==> src/sv/fbs_pkg.sv <==
`timescale 1ns / 1ps
// -----------------------------------------------------------------------------
// fbs_pkg: shared types and constants of the frame byte stuffer
// Holds the result beat layout, the packet state record, register indexes
// and reset values used by the encoder, the result queue and the top level.
// -----------------------------------------------------------------------------
package fbs_pkg;

    // Register indexes, taken from paddr[3:2].
    localparam logic [1:0] REG_CAPACITY = 2'd0;
    localparam logic [1:0] REG_FLAG     = 2'd1;
    localparam logic [1:0] REG_ESCAPE   = 2'd2;

    localparam logic [15:0] CAPACITY_RST = 16'd1024;
    localparam logic [7:0]  FLAG_RST     = 8'h7E;
    localparam logic [7:0]  ESCAPE_RST   = 8'h7D;

    // An escaped byte is sent with this pattern flipped.
    localparam logic [7:0]  STUFF_XOR    = 8'h20;

    // Input command codes.
    localparam logic CMD_DATA = 1'b0;
    localparam logic CMD_END  = 1'b1;

    // Result queue: one item makes at most three beats, one may still wait.
    localparam int unsigned RESULTS_MAX = 3;
    localparam int unsigned QUEUE_DEPTH = 4;

    typedef struct packed {
        logic [7:0]  out_byte;
        logic        frame_end;
        logic        overflow;
        logic [15:0] frame_length;
    } t_result;

    typedef t_result [RESULTS_MAX-1:0] t_results;

    typedef struct packed {
        logic [15:0] out_count;
        logic        in_frame;
        logic        aborted;
    } t_state;

endpackage

==> src/sv/fbs_encoder.sv <==
`timescale 1ns / 1ps
// -----------------------------------------------------------------------------
// fbs_encoder: single-pass stuffing logic
// Turns one input item and the current packet state into up to three result
// beats and the next packet state, with the capacity check on every write.
// -----------------------------------------------------------------------------
module fbs_encoder (
    input  fbs_pkg::t_state   i_state,
    input  logic              i_cmd,
    input  logic [7:0]        i_data_byte,
    input  logic              i_lead_flag,
    input  logic [15:0]       i_capacity,
    input  logic [7:0]        i_flag,
    input  logic [7:0]        i_escape,
    output fbs_pkg::t_state   o_next,
    output logic [1:0]        o_count,
    output fbs_pkg::t_results o_res
);

    logic [16:0]      w_cap;
    logic [16:0]      w_c0;
    logic [16:0]      w_c1;
    logic             w_lead_now;
    logic             w_lead_fit;
    logic             w_esc;
    logic             w_fit1;
    logic             w_fit2;
    fbs_pkg::t_result w_err;
    fbs_pkg::t_result w_lead;
    fbs_pkg::t_result w_a;
    fbs_pkg::t_result w_b;
    logic [1:0]       w_na;

    assign w_cap      = {1'b0, i_capacity};
    assign w_c0       = i_state.in_frame ? {1'b0, i_state.out_count} : 17'd0;
    assign w_lead_now = !i_state.in_frame && i_lead_flag;
    assign w_lead_fit = (w_c0 + 17'd1) < w_cap;
    assign w_c1       = w_lead_now ? (w_c0 + 17'd1) : w_c0;
    assign w_esc      = (i_data_byte == i_flag) || (i_data_byte == i_escape);
    assign w_fit1     = (w_c1 + 17'd1) < w_cap;
    assign w_fit2     = (w_c1 + 17'd2) < w_cap;

    // The error beat carries a zero byte and closes the frame.
    assign w_err  = '{out_byte: 8'd0, frame_end: 1'b1, overflow: 1'b1,
                      frame_length: 16'd0};
    assign w_lead = '{out_byte: i_flag, frame_end: 1'b0, overflow: 1'b0,
                      frame_length: 16'd0};

    // Beats that belong to the item itself, after any leading flag.
    always_comb begin
        w_a  = '0;
        w_b  = '0;
        w_na = 2'd1;
        if (i_cmd == fbs_pkg::CMD_DATA) begin
            if (w_esc) begin
                if (w_fit2) begin
                    w_a.out_byte = i_escape;
                    w_b.out_byte = i_data_byte ^ fbs_pkg::STUFF_XOR;
                    w_na         = 2'd2;
                end else begin
                    w_a = w_err;
                end
            end else if (w_fit1) begin
                w_a.out_byte = i_data_byte;
            end else begin
                w_a = w_err;
            end
        end else begin
            if (w_fit1) begin
                w_a.out_byte     = i_flag;
                w_a.frame_end    = 1'b1;
                w_a.frame_length = w_c1[15:0] + 16'd1;
            end else begin
                w_a = w_err;
            end
        end
    end

    always_comb begin
        o_next  = i_state;
        o_count = 2'd0;
        o_res   = '0;
        if (i_state.aborted) begin
            // Bytes are dropped; only the end command clears the packet.
            if (i_cmd == fbs_pkg::CMD_END) begin
                o_next = '0;
            end
        end else if (w_lead_now && !w_lead_fit) begin
            o_res[0]         = w_err;
            o_count          = 2'd1;
            o_next.out_count = 16'd0;
            o_next.in_frame  = (i_cmd == fbs_pkg::CMD_DATA);
            o_next.aborted   = (i_cmd == fbs_pkg::CMD_DATA);
        end else begin
            if (w_lead_now) begin
                o_res[0] = w_lead;
                o_res[1] = w_a;
                o_res[2] = w_b;
                o_count  = w_na + 2'd1;
            end else begin
                o_res[0] = w_a;
                o_res[1] = w_b;
                o_count  = w_na;
            end
            if (i_cmd == fbs_pkg::CMD_END) begin
                o_next = '0;
            end else begin
                o_next.in_frame = 1'b1;
                if (w_a.overflow) begin
                    o_next.aborted   = 1'b1;
                    o_next.out_count = w_c1[15:0];
                end else begin
                    o_next.out_count = w_c1[15:0] + {14'd0, w_na};
                end
            end
        end
    end

endmodule

==> src/sv/fbs_rbuf.sv <==
`timescale 1ns / 1ps
// -----------------------------------------------------------------------------
// fbs_rbuf: result beat queue
// Four-entry circular queue that takes up to three beats in one cycle and
// hands out one beat per cycle on the output channel while i_pop is high.
// -----------------------------------------------------------------------------
module fbs_rbuf (
    input  logic              i_clk,
    input  logic              i_rst_n,
    input  logic [1:0]        i_push_n,
    input  fbs_pkg::t_results i_data,
    input  logic              i_pop,
    output logic              o_room,
    output logic              o_valid,
    output fbs_pkg::t_result  o_head
);

    localparam int unsigned PtrW = $clog2(fbs_pkg::QUEUE_DEPTH);
    localparam int unsigned CntW = $clog2(fbs_pkg::QUEUE_DEPTH + 1);

    fbs_pkg::t_result r_mem [fbs_pkg::QUEUE_DEPTH];
    logic [PtrW-1:0]  r_wr_ptr;
    logic [PtrW-1:0]  r_rd_ptr;
    logic [CntW-1:0]  r_count;
    logic [CntW-1:0]  n_count;
    logic             w_pop;

    assign o_valid = (r_count != '0);
    assign o_head  = r_mem[r_rd_ptr];
    // Room for a full item's worth of beats even if nothing leaves.
    assign o_room  = (r_count <= CntW'(fbs_pkg::QUEUE_DEPTH - fbs_pkg::RESULTS_MAX));
    assign w_pop   = i_pop && o_valid;
    assign n_count = r_count + CntW'(i_push_n) - CntW'(w_pop);

    always_ff @(posedge i_clk) begin
        for (int j = 0; j < fbs_pkg::RESULTS_MAX; j++) begin
            if (j < int'(i_push_n)) begin
                r_mem[r_wr_ptr + PtrW'(j)] <= i_data[j];
            end
        end
    end

    always_ff @(posedge i_clk) begin
        if (!i_rst_n) begin
            r_wr_ptr <= '0;
            r_rd_ptr <= '0;
            r_count  <= '0;
        end else begin
            r_wr_ptr <= r_wr_ptr + PtrW'(i_push_n);
            r_rd_ptr <= r_rd_ptr + PtrW'(w_pop);
            r_count  <= n_count;
        end
    end

    a_count_bound: assert property (@(posedge i_clk) disable iff (!i_rst_n)
        r_count <= CntW'(fbs_pkg::QUEUE_DEPTH))
        else $error("result queue count beyond its depth");

    a_push_room: assert property (@(posedge i_clk) disable iff (!i_rst_n)
        (i_push_n != 2'd0) |-> o_room)
        else $error("beats pushed while the queue had no room");

    a_push_shows: assert property (@(posedge i_clk) disable iff (!i_rst_n)
        (i_push_n != 2'd0) |=> o_valid)
        else $error("pushed beats did not appear at the output");

endmodule

==> src/sv/frame_byte_stuffer.sv <==
`timescale 1ns / 1ps
// -----------------------------------------------------------------------------
// frame_byte_stuffer: flag-delimited byte-stuffing framer
// Streams packet bytes into a stuffed frame with an optional leading flag,
// a closing flag with the frame length, and a capacity-checked abort.
// -----------------------------------------------------------------------------
// Usage:
// The input channel (i_valid / o_ready) carries one beat per packet item: a
// payload byte (i_cmd clear) or the end command (i_cmd set). i_lead_flag is
// looked at only on the first item of a packet and adds a leading flag byte.
// The output channel (o_valid / i_ready) carries one stuffed frame byte per
// beat. The end command yields the closing flag with o_frame_end set and the
// total frame length on o_frame_length. If a write would leave no spare slot
// in the frame buffer, an error beat with o_overflow and o_frame_end set is
// sent instead, and payload items are then swallowed until the end command.
// Timing: an accepted item's beats are registered in the result queue and
// shown behind any beats still waiting there. An item makes one to three
// beats, an escaped byte a pair; the output port moves one byte per cycle
// while the receiver is ready. Dropped bytes make no beat and are taken at
// one per cycle while at most one beat waits in the four-entry result queue
// between the sides, the one condition on input while the receiver stalls.
// Reset restores the register defaults and drops any packet in progress.
// -----------------------------------------------------------------------------
module frame_byte_stuffer (
    input  logic        i_clk,
    input  logic        i_rst_n,
    // Configuration port.
    input  logic        psel,
    input  logic        penable,
    input  logic        pwrite,
    input  logic [3:0]  paddr,
    input  logic [31:0] pwdata,
    output logic [31:0] prdata,
    output logic        pready,
    // Input channel.
    input  logic        i_valid,
    output logic        o_ready,
    input  logic        i_cmd,
    input  logic [7:0]  i_data_byte,
    input  logic        i_lead_flag,
    // Output channel.
    output logic        o_valid,
    input  logic        i_ready,
    output logic [7:0]  o_out_byte,
    output logic        o_frame_end,
    output logic        o_overflow,
    output logic [15:0] o_frame_length
);

    logic [15:0]       r_capacity;
    logic [7:0]        r_flag;
    logic [7:0]        r_escape;
    fbs_pkg::t_state   r_state;
    fbs_pkg::t_state   n_state;
    fbs_pkg::t_results w_res;
    fbs_pkg::t_result  w_head;
    logic [1:0]        w_enc_n;
    logic [1:0]        w_push_n;
    logic              w_accept;
    logic              w_cfg_wr;

    // Register file. Writes land in the access phase; pready never stalls.
    assign pready   = 1'b1;
    assign w_cfg_wr = psel && penable && pwrite && pready;

    always_ff @(posedge i_clk) begin
        if (!i_rst_n) begin
            r_capacity <= fbs_pkg::CAPACITY_RST;
            r_flag     <= fbs_pkg::FLAG_RST;
            r_escape   <= fbs_pkg::ESCAPE_RST;
        end else if (w_cfg_wr) begin
            unique case (paddr[3:2])
                fbs_pkg::REG_CAPACITY: r_capacity <= pwdata[15:0];
                fbs_pkg::REG_FLAG:     r_flag     <= pwdata[7:0];
                fbs_pkg::REG_ESCAPE:   r_escape   <= pwdata[7:0];
                default: ;
            endcase
        end
    end

    always_comb begin
        unique case (paddr[3:2])
            fbs_pkg::REG_CAPACITY: prdata = {16'd0, r_capacity};
            fbs_pkg::REG_FLAG:     prdata = {24'd0, r_flag};
            fbs_pkg::REG_ESCAPE:   prdata = {24'd0, r_escape};
            default:               prdata = 32'd0;
        endcase
    end

    // The whole item is stuffed in the cycle it is accepted; its beats go
    // straight into the result queue and the packet state moves on.
    assign w_accept = i_valid && o_ready;
    assign w_push_n = w_accept ? w_enc_n : 2'd0;

    fbs_encoder u_encoder (
        .i_state     (r_state),
        .i_cmd       (i_cmd),
        .i_data_byte (i_data_byte),
        .i_lead_flag (i_lead_flag),
        .i_capacity  (r_capacity),
        .i_flag      (r_flag),
        .i_escape    (r_escape),
        .o_next      (n_state),
        .o_count     (w_enc_n),
        .o_res       (w_res)
    );

    always_ff @(posedge i_clk) begin
        if (!i_rst_n) begin
            r_state <= '0;
        end else if (w_accept) begin
            r_state <= n_state;
        end
    end

    fbs_rbuf u_rbuf (
        .i_clk    (i_clk),
        .i_rst_n  (i_rst_n),
        .i_push_n (w_push_n),
        .i_data   (w_res),
        .i_pop    (i_ready),
        .o_room   (o_ready),
        .o_valid  (o_valid),
        .o_head   (w_head)
    );

    assign o_out_byte     = w_head.out_byte;
    assign o_frame_end    = w_head.frame_end;
    assign o_overflow     = w_head.overflow;
    assign o_frame_length = w_head.frame_length;

    // A dropping packet is always open; an end command always closes it.
    a_abort_in_frame: assert property (@(posedge i_clk) disable iff (!i_rst_n)
        r_state.aborted |-> r_state.in_frame)
        else $error("aborted packet state outside a frame");

    a_end_closes: assert property (@(posedge i_clk) disable iff (!i_rst_n)
        (w_accept && (i_cmd == fbs_pkg::CMD_END)) |=> (r_state == '0))
        else $error("end command left packet state behind");

    a_end_beat: assert property (@(posedge i_clk) disable iff (!i_rst_n)
        (w_accept && (i_cmd == fbs_pkg::CMD_END) && !r_state.aborted)
        |-> (w_push_n != 2'd0))
        else $error("end command of a live packet made no beat");

endmodule

==> config.mk <==
export PLATFORM = sky130hd
export DESIGN_NAME = frame_byte_stuffer
export DESIGN_NICKNAME = d
export VERILOG_FILES = /design/src/sv/fbs_pkg.sv /design/src/sv/fbs_encoder.sv /design/src/sv/fbs_rbuf.sv /design/src/sv/frame_byte_stuffer.sv
export SDC_FILE = /design/constraint.sdc
export NUM_CORES = 1
export LEC_CHECK = 0
export BUFFER_PORTS_ARGS = -buffer_cell sky130_fd_sc_hd__buf_2
export CAP_MARGIN = 10
export CORE_MARGIN = 10
export CORE_UTILIZATION = 60
export DETAILED_ROUTE_END_ITERATION = 7
export PLACE_DENSITY = 0.81
export SETUP_SLACK_MARGIN = 0.2
export SYNTH_ARGS = -nofsm -noshare
export SYNTH_HDL_FRONTEND = slang
export SYNTH_SLANG_ARGS = --single-unit
==> constraint.sdc <==
create_clock -name i_clk -period 7.8 [get_ports i_clk]
set_input_delay 0.78 -clock i_clk [delete_from_list [all_inputs] [get_ports i_clk]]
set_output_delay 0.78 -clock i_clk [all_outputs]
set_load 0.01 [all_outputs]
==> impl_metrics.py <==
metrics = {
    "status": {
        "status": "complete, no violations",
    },
    "yosys": {
        "synth-seq-cells": 161,
        "synth_seq_area_share_pct": 33.7,
        "synth_area_sq_mm": 0.0105,
        "synth_edf_count": 32,
        "synth.avg_cell_area_sq_um": 8.70,
        "synth_warnings": 0,
        "synth_ff_type": "dfxtp_1",
        "syn_inst": 1207,
        "yosysUniqueCellTypes": 82,
        "async_flop_share_pct": 0,
    },
    "layout": {
        "final_nets": 1343,
        "diodes": 0,
        "syn_to_final_growth_pct": 7.97,
        "post-route-util_pct": 65.8,
        "finalNonFillerCells": 1470,
        "fillers": 1387,
        "drive_gt1_share_pct": 13.9,
    },
    "die": {
        "core_area_sq_mm": 0.0172,
        "row_count": 48,
        "die_y_um": 152,
        "pin_count": 114,
        "dieArea_sq_mm": 0.0232,
        "initial_core_util_pct": 60.9,
        "die_width_um": 152,
    },
    "clock_network": {
        "clock_sinks": 161,
        "numCtsBuffers": 17,
        "cts_resized": 0,
        "clk_latency_ns": 0.43,
        "cts_htree_levels": 4,
        "clock_path_buffers": 2,
        "cts_tree": "built",
        "ctsRootBufferMaster": "clkbuf_16",
        "cts.reportedPaths.clkPinSlew_ns": 0.07,
        "ctsHoldBuffers": 0,
        "post_cts_buffers": 0,
    },
    "sta": {
        "fin_crit_sh_pct": 78.3,
        "slew_violations": 0,
        "max_freq_ghz": 0.164,
        "fin_skew_ns": 0.0127,
        "rsz0062_at_grt": "no",
        "worst_slew_pin_slew_ns": 1.12,
        "min_period_ns": 6.10,
        "finalSetupTns_ns": 0,
        "hold_viol": 0,
        "setup_slack_ns": 1.70,
        "relSlewSlack_pct": 24.9,
        "setup_viol": 0,
    },
    "critical_path": {
        "max_stage_delay_ns": 0.78,
        "crit_chain": "and2_1 > ha_1 > nand4_1 > nor3_1 > and3_1 > xor2_1 > and2_1 > ha_1 > nand3_1 > o221ai_1 > nor3_1 > nand4b_4 > inv_4 > nand3_1 > a21boi_1 > a22oi_1 > o21ai_0",
        "critPathKind": "reg -> reg",
        "cp_max_fo": 21,
        "reg2reg_from": "r_state[1]",
        "critPathArrivalTime_ns": 6.21,
        "r2r_end": "u_rbuf.r_mem[0][20]",
        "start_kind": "flip-flop",
        "reg2reg_slack_ns": 1.70,
        "worstRegToRegCells": 17,
        "required_ns": 7.90,
        "crit_slowest_cell": "nand3_1",
        "endpoint_kind": "flip-flop",
    },
    "worst_hold_path": {
        "min_path_type": "reg -> reg",
        "min-delay-start": "u_rbuf.r_mem[3][13]",
        "hold_end": "u_rbuf.r_mem[3][13]",
        "hold_depth": 2,
    },
    "placed_design": {
        "numPlacedInstances": 1438,
        "port_buffers": 78,
        "routabilityCongestion": 0.938,
        "dp_hpwl_um": 21400,
        "post-place-ws_ns": 1.93,
    },
    "global_routing": {
        "antenna_found_initial": 0,
        "grt_pass1_vias": 8895,
        "grt_pass1_wl_um": 47000,
        "gr-total-overflow": 0,
        "grt_max_degree": 47,
        "grt.total_usage_pct": 24.3,
    },
    "power": {
        "power.density_mw_per_mm2": 218,
        "p_leak_nw": 4.35,
        "p_total_mw": 2.47,
        "peakVddDrop_v": 0.000229,
    },
    "routing": {
        "vias": 9374,
        "routedWlPerCell_um": 20.1,
        "routed_wirelength_um": 29500,
        "drc_errors": 0,
        "drtIter0Drc": 1261,
        "ant_nets": 0,
        "drtPass1Iterations": 5,
        "vias_per_cell": 6.38,
    },
    "run": {
        "maxCapViolations": 0,
    },
}
-- power breakdown --
group	switching, mW	internal, mW
registers	0.0838	0.945
logic	0.391	0.265
clock network	0.361	0.424
total	0.836	1.63
-- critical path, delay by kind of cell, from the launching register on --
family	cells	cell delay [ns]
xor gates and xnor gates	1	0.15
AOI/OAI and AO/OA	4	1.05
DFF	1	0.48
and+or+nand+nor	9	3.24
buffers and inverters	1	0.32
adders and majority gates	2	0.53
-- metrics by stage --
stage / area (sq um) / hold slack [ns]
3_5_place_dp: 10800 / 0.447
3_3_place_gp: 10800 / 0.443
2_1_floorplan: 10600 / 0.428
6_report: 11300 / 0.458
5_1_grt: 11300 / 0.479
4_1_cts: 11300 / 0.460
-- layout make-up --
class / count / area, sq um / share of cell area, %
clock buffer: 20 / 447 / 3.94
clock inverter: 12 / 100 / 0.883
inverter: 43 / 164 / 1.45
multi-input combinational: 923 / 6350 / 56.0
sequential: 161 / 3540 / 31.3
tap: 225 / 282 / 2.48
timing repair buffer: 86 / 450 / 3.97
-- kinds of logic after synthesis --
group,Yosys count,share of synthesized area (%)
adders and majority gates,58,7.05
other,2,0.0715
xor gates and xnor gates,60,5.00
and+or+nand+nor,450,20.7
AOI/OAI and AO/OA,294,19.8
DFF,161,33.7
buffers and inverters,138,6.36
muxes,44,7.33
-- sequential cells by signal, indices dropped and copies added (netlist names) --
name and count:
r_capacity 16, r_escape 8, r_flag 8, r_state 18, u_rbuf.r_count 3, u_rbuf.r_mem 104
u_rbuf.r_rd_ptr 2, u_rbuf.r_wr_ptr 2
-- per-layer routing --
| layer | vias to the layer above | global-route usage [%] | routed length [um] |
|---|---|---|---|
| met5 | - | 0 | 0 |
| met2 | 467 | 37.2 | 13400 |
| li1 | 4429 | - | - |
| met4 | 0 | 9.81 | 863 |
| met3 | 71 | 5.11 | 2500 |
| met1 | 4407 | 32.8 | 12800 |
-- Yosys cell counts, types with 11 or more instances --
cell type	number	area share (%)
xnor2_1	41	3.4
nand2b_1	13	0.77
nand4_1	21	1.3
o221ai_1	17	1.4
dfxtp_1	129	25
and2_1	29	1.7
mux2i_1	17	1.6
a31o_1	11	0.92
clkbuf_1	40	1.4
nor3_1	20	0.95
o21ai_1	23	1.1
nand3_1	99	4.7
o21ai_0	67	3.2
o211ai_1	11	0.79
xor2_1	19	1.6
o22ai_1	12	0.71
mux4_2	26	5.6
edfxtp_1	32	9.1
a21oi_1	28	1.3
buf_4	24	1.7
inv_1	42	1.5
buf_2	22	1.0
ha_1	56	6.7
a22oi_1	17	1.2
nand2_1	169	6.0
a21boi_0	17	1.2
nor2_1	56	2.0
-- how the worst max path moves through the flow --
stage | from | endpoint | slack [ns] | cells after the start
floorplan | r_state[1] | r_state[12] | 2.17 | 24
global placement | r_state[1] | u_rbuf.r_mem[1][21] | 1.98 | 16
detailed placement | r_state[1] | u_rbuf.r_mem[0][20] | 1.93 | 17
CTS | r_state[1] | u_rbuf.r_mem[0][20] | 1.90 | 17
global route | r_state[1] | u_rbuf.r_mem[0][20] | 1.41 | 17
finish | r_state[1] | u_rbuf.r_mem[0][20] | 1.70 | 17
-- placed cells by master (no fill, tap or decap), drive strengths merged, types with 32 or more instances in the layout --
cell / count
ha: 56
buf: 86
nor2: 58
nand2: 170
edfxtp: 32
inv: 49
a21oi: 32
o21ai: 93
xnor2: 41
nand3: 101
dfxtp: 129
(Power assumes the default switching activity.)
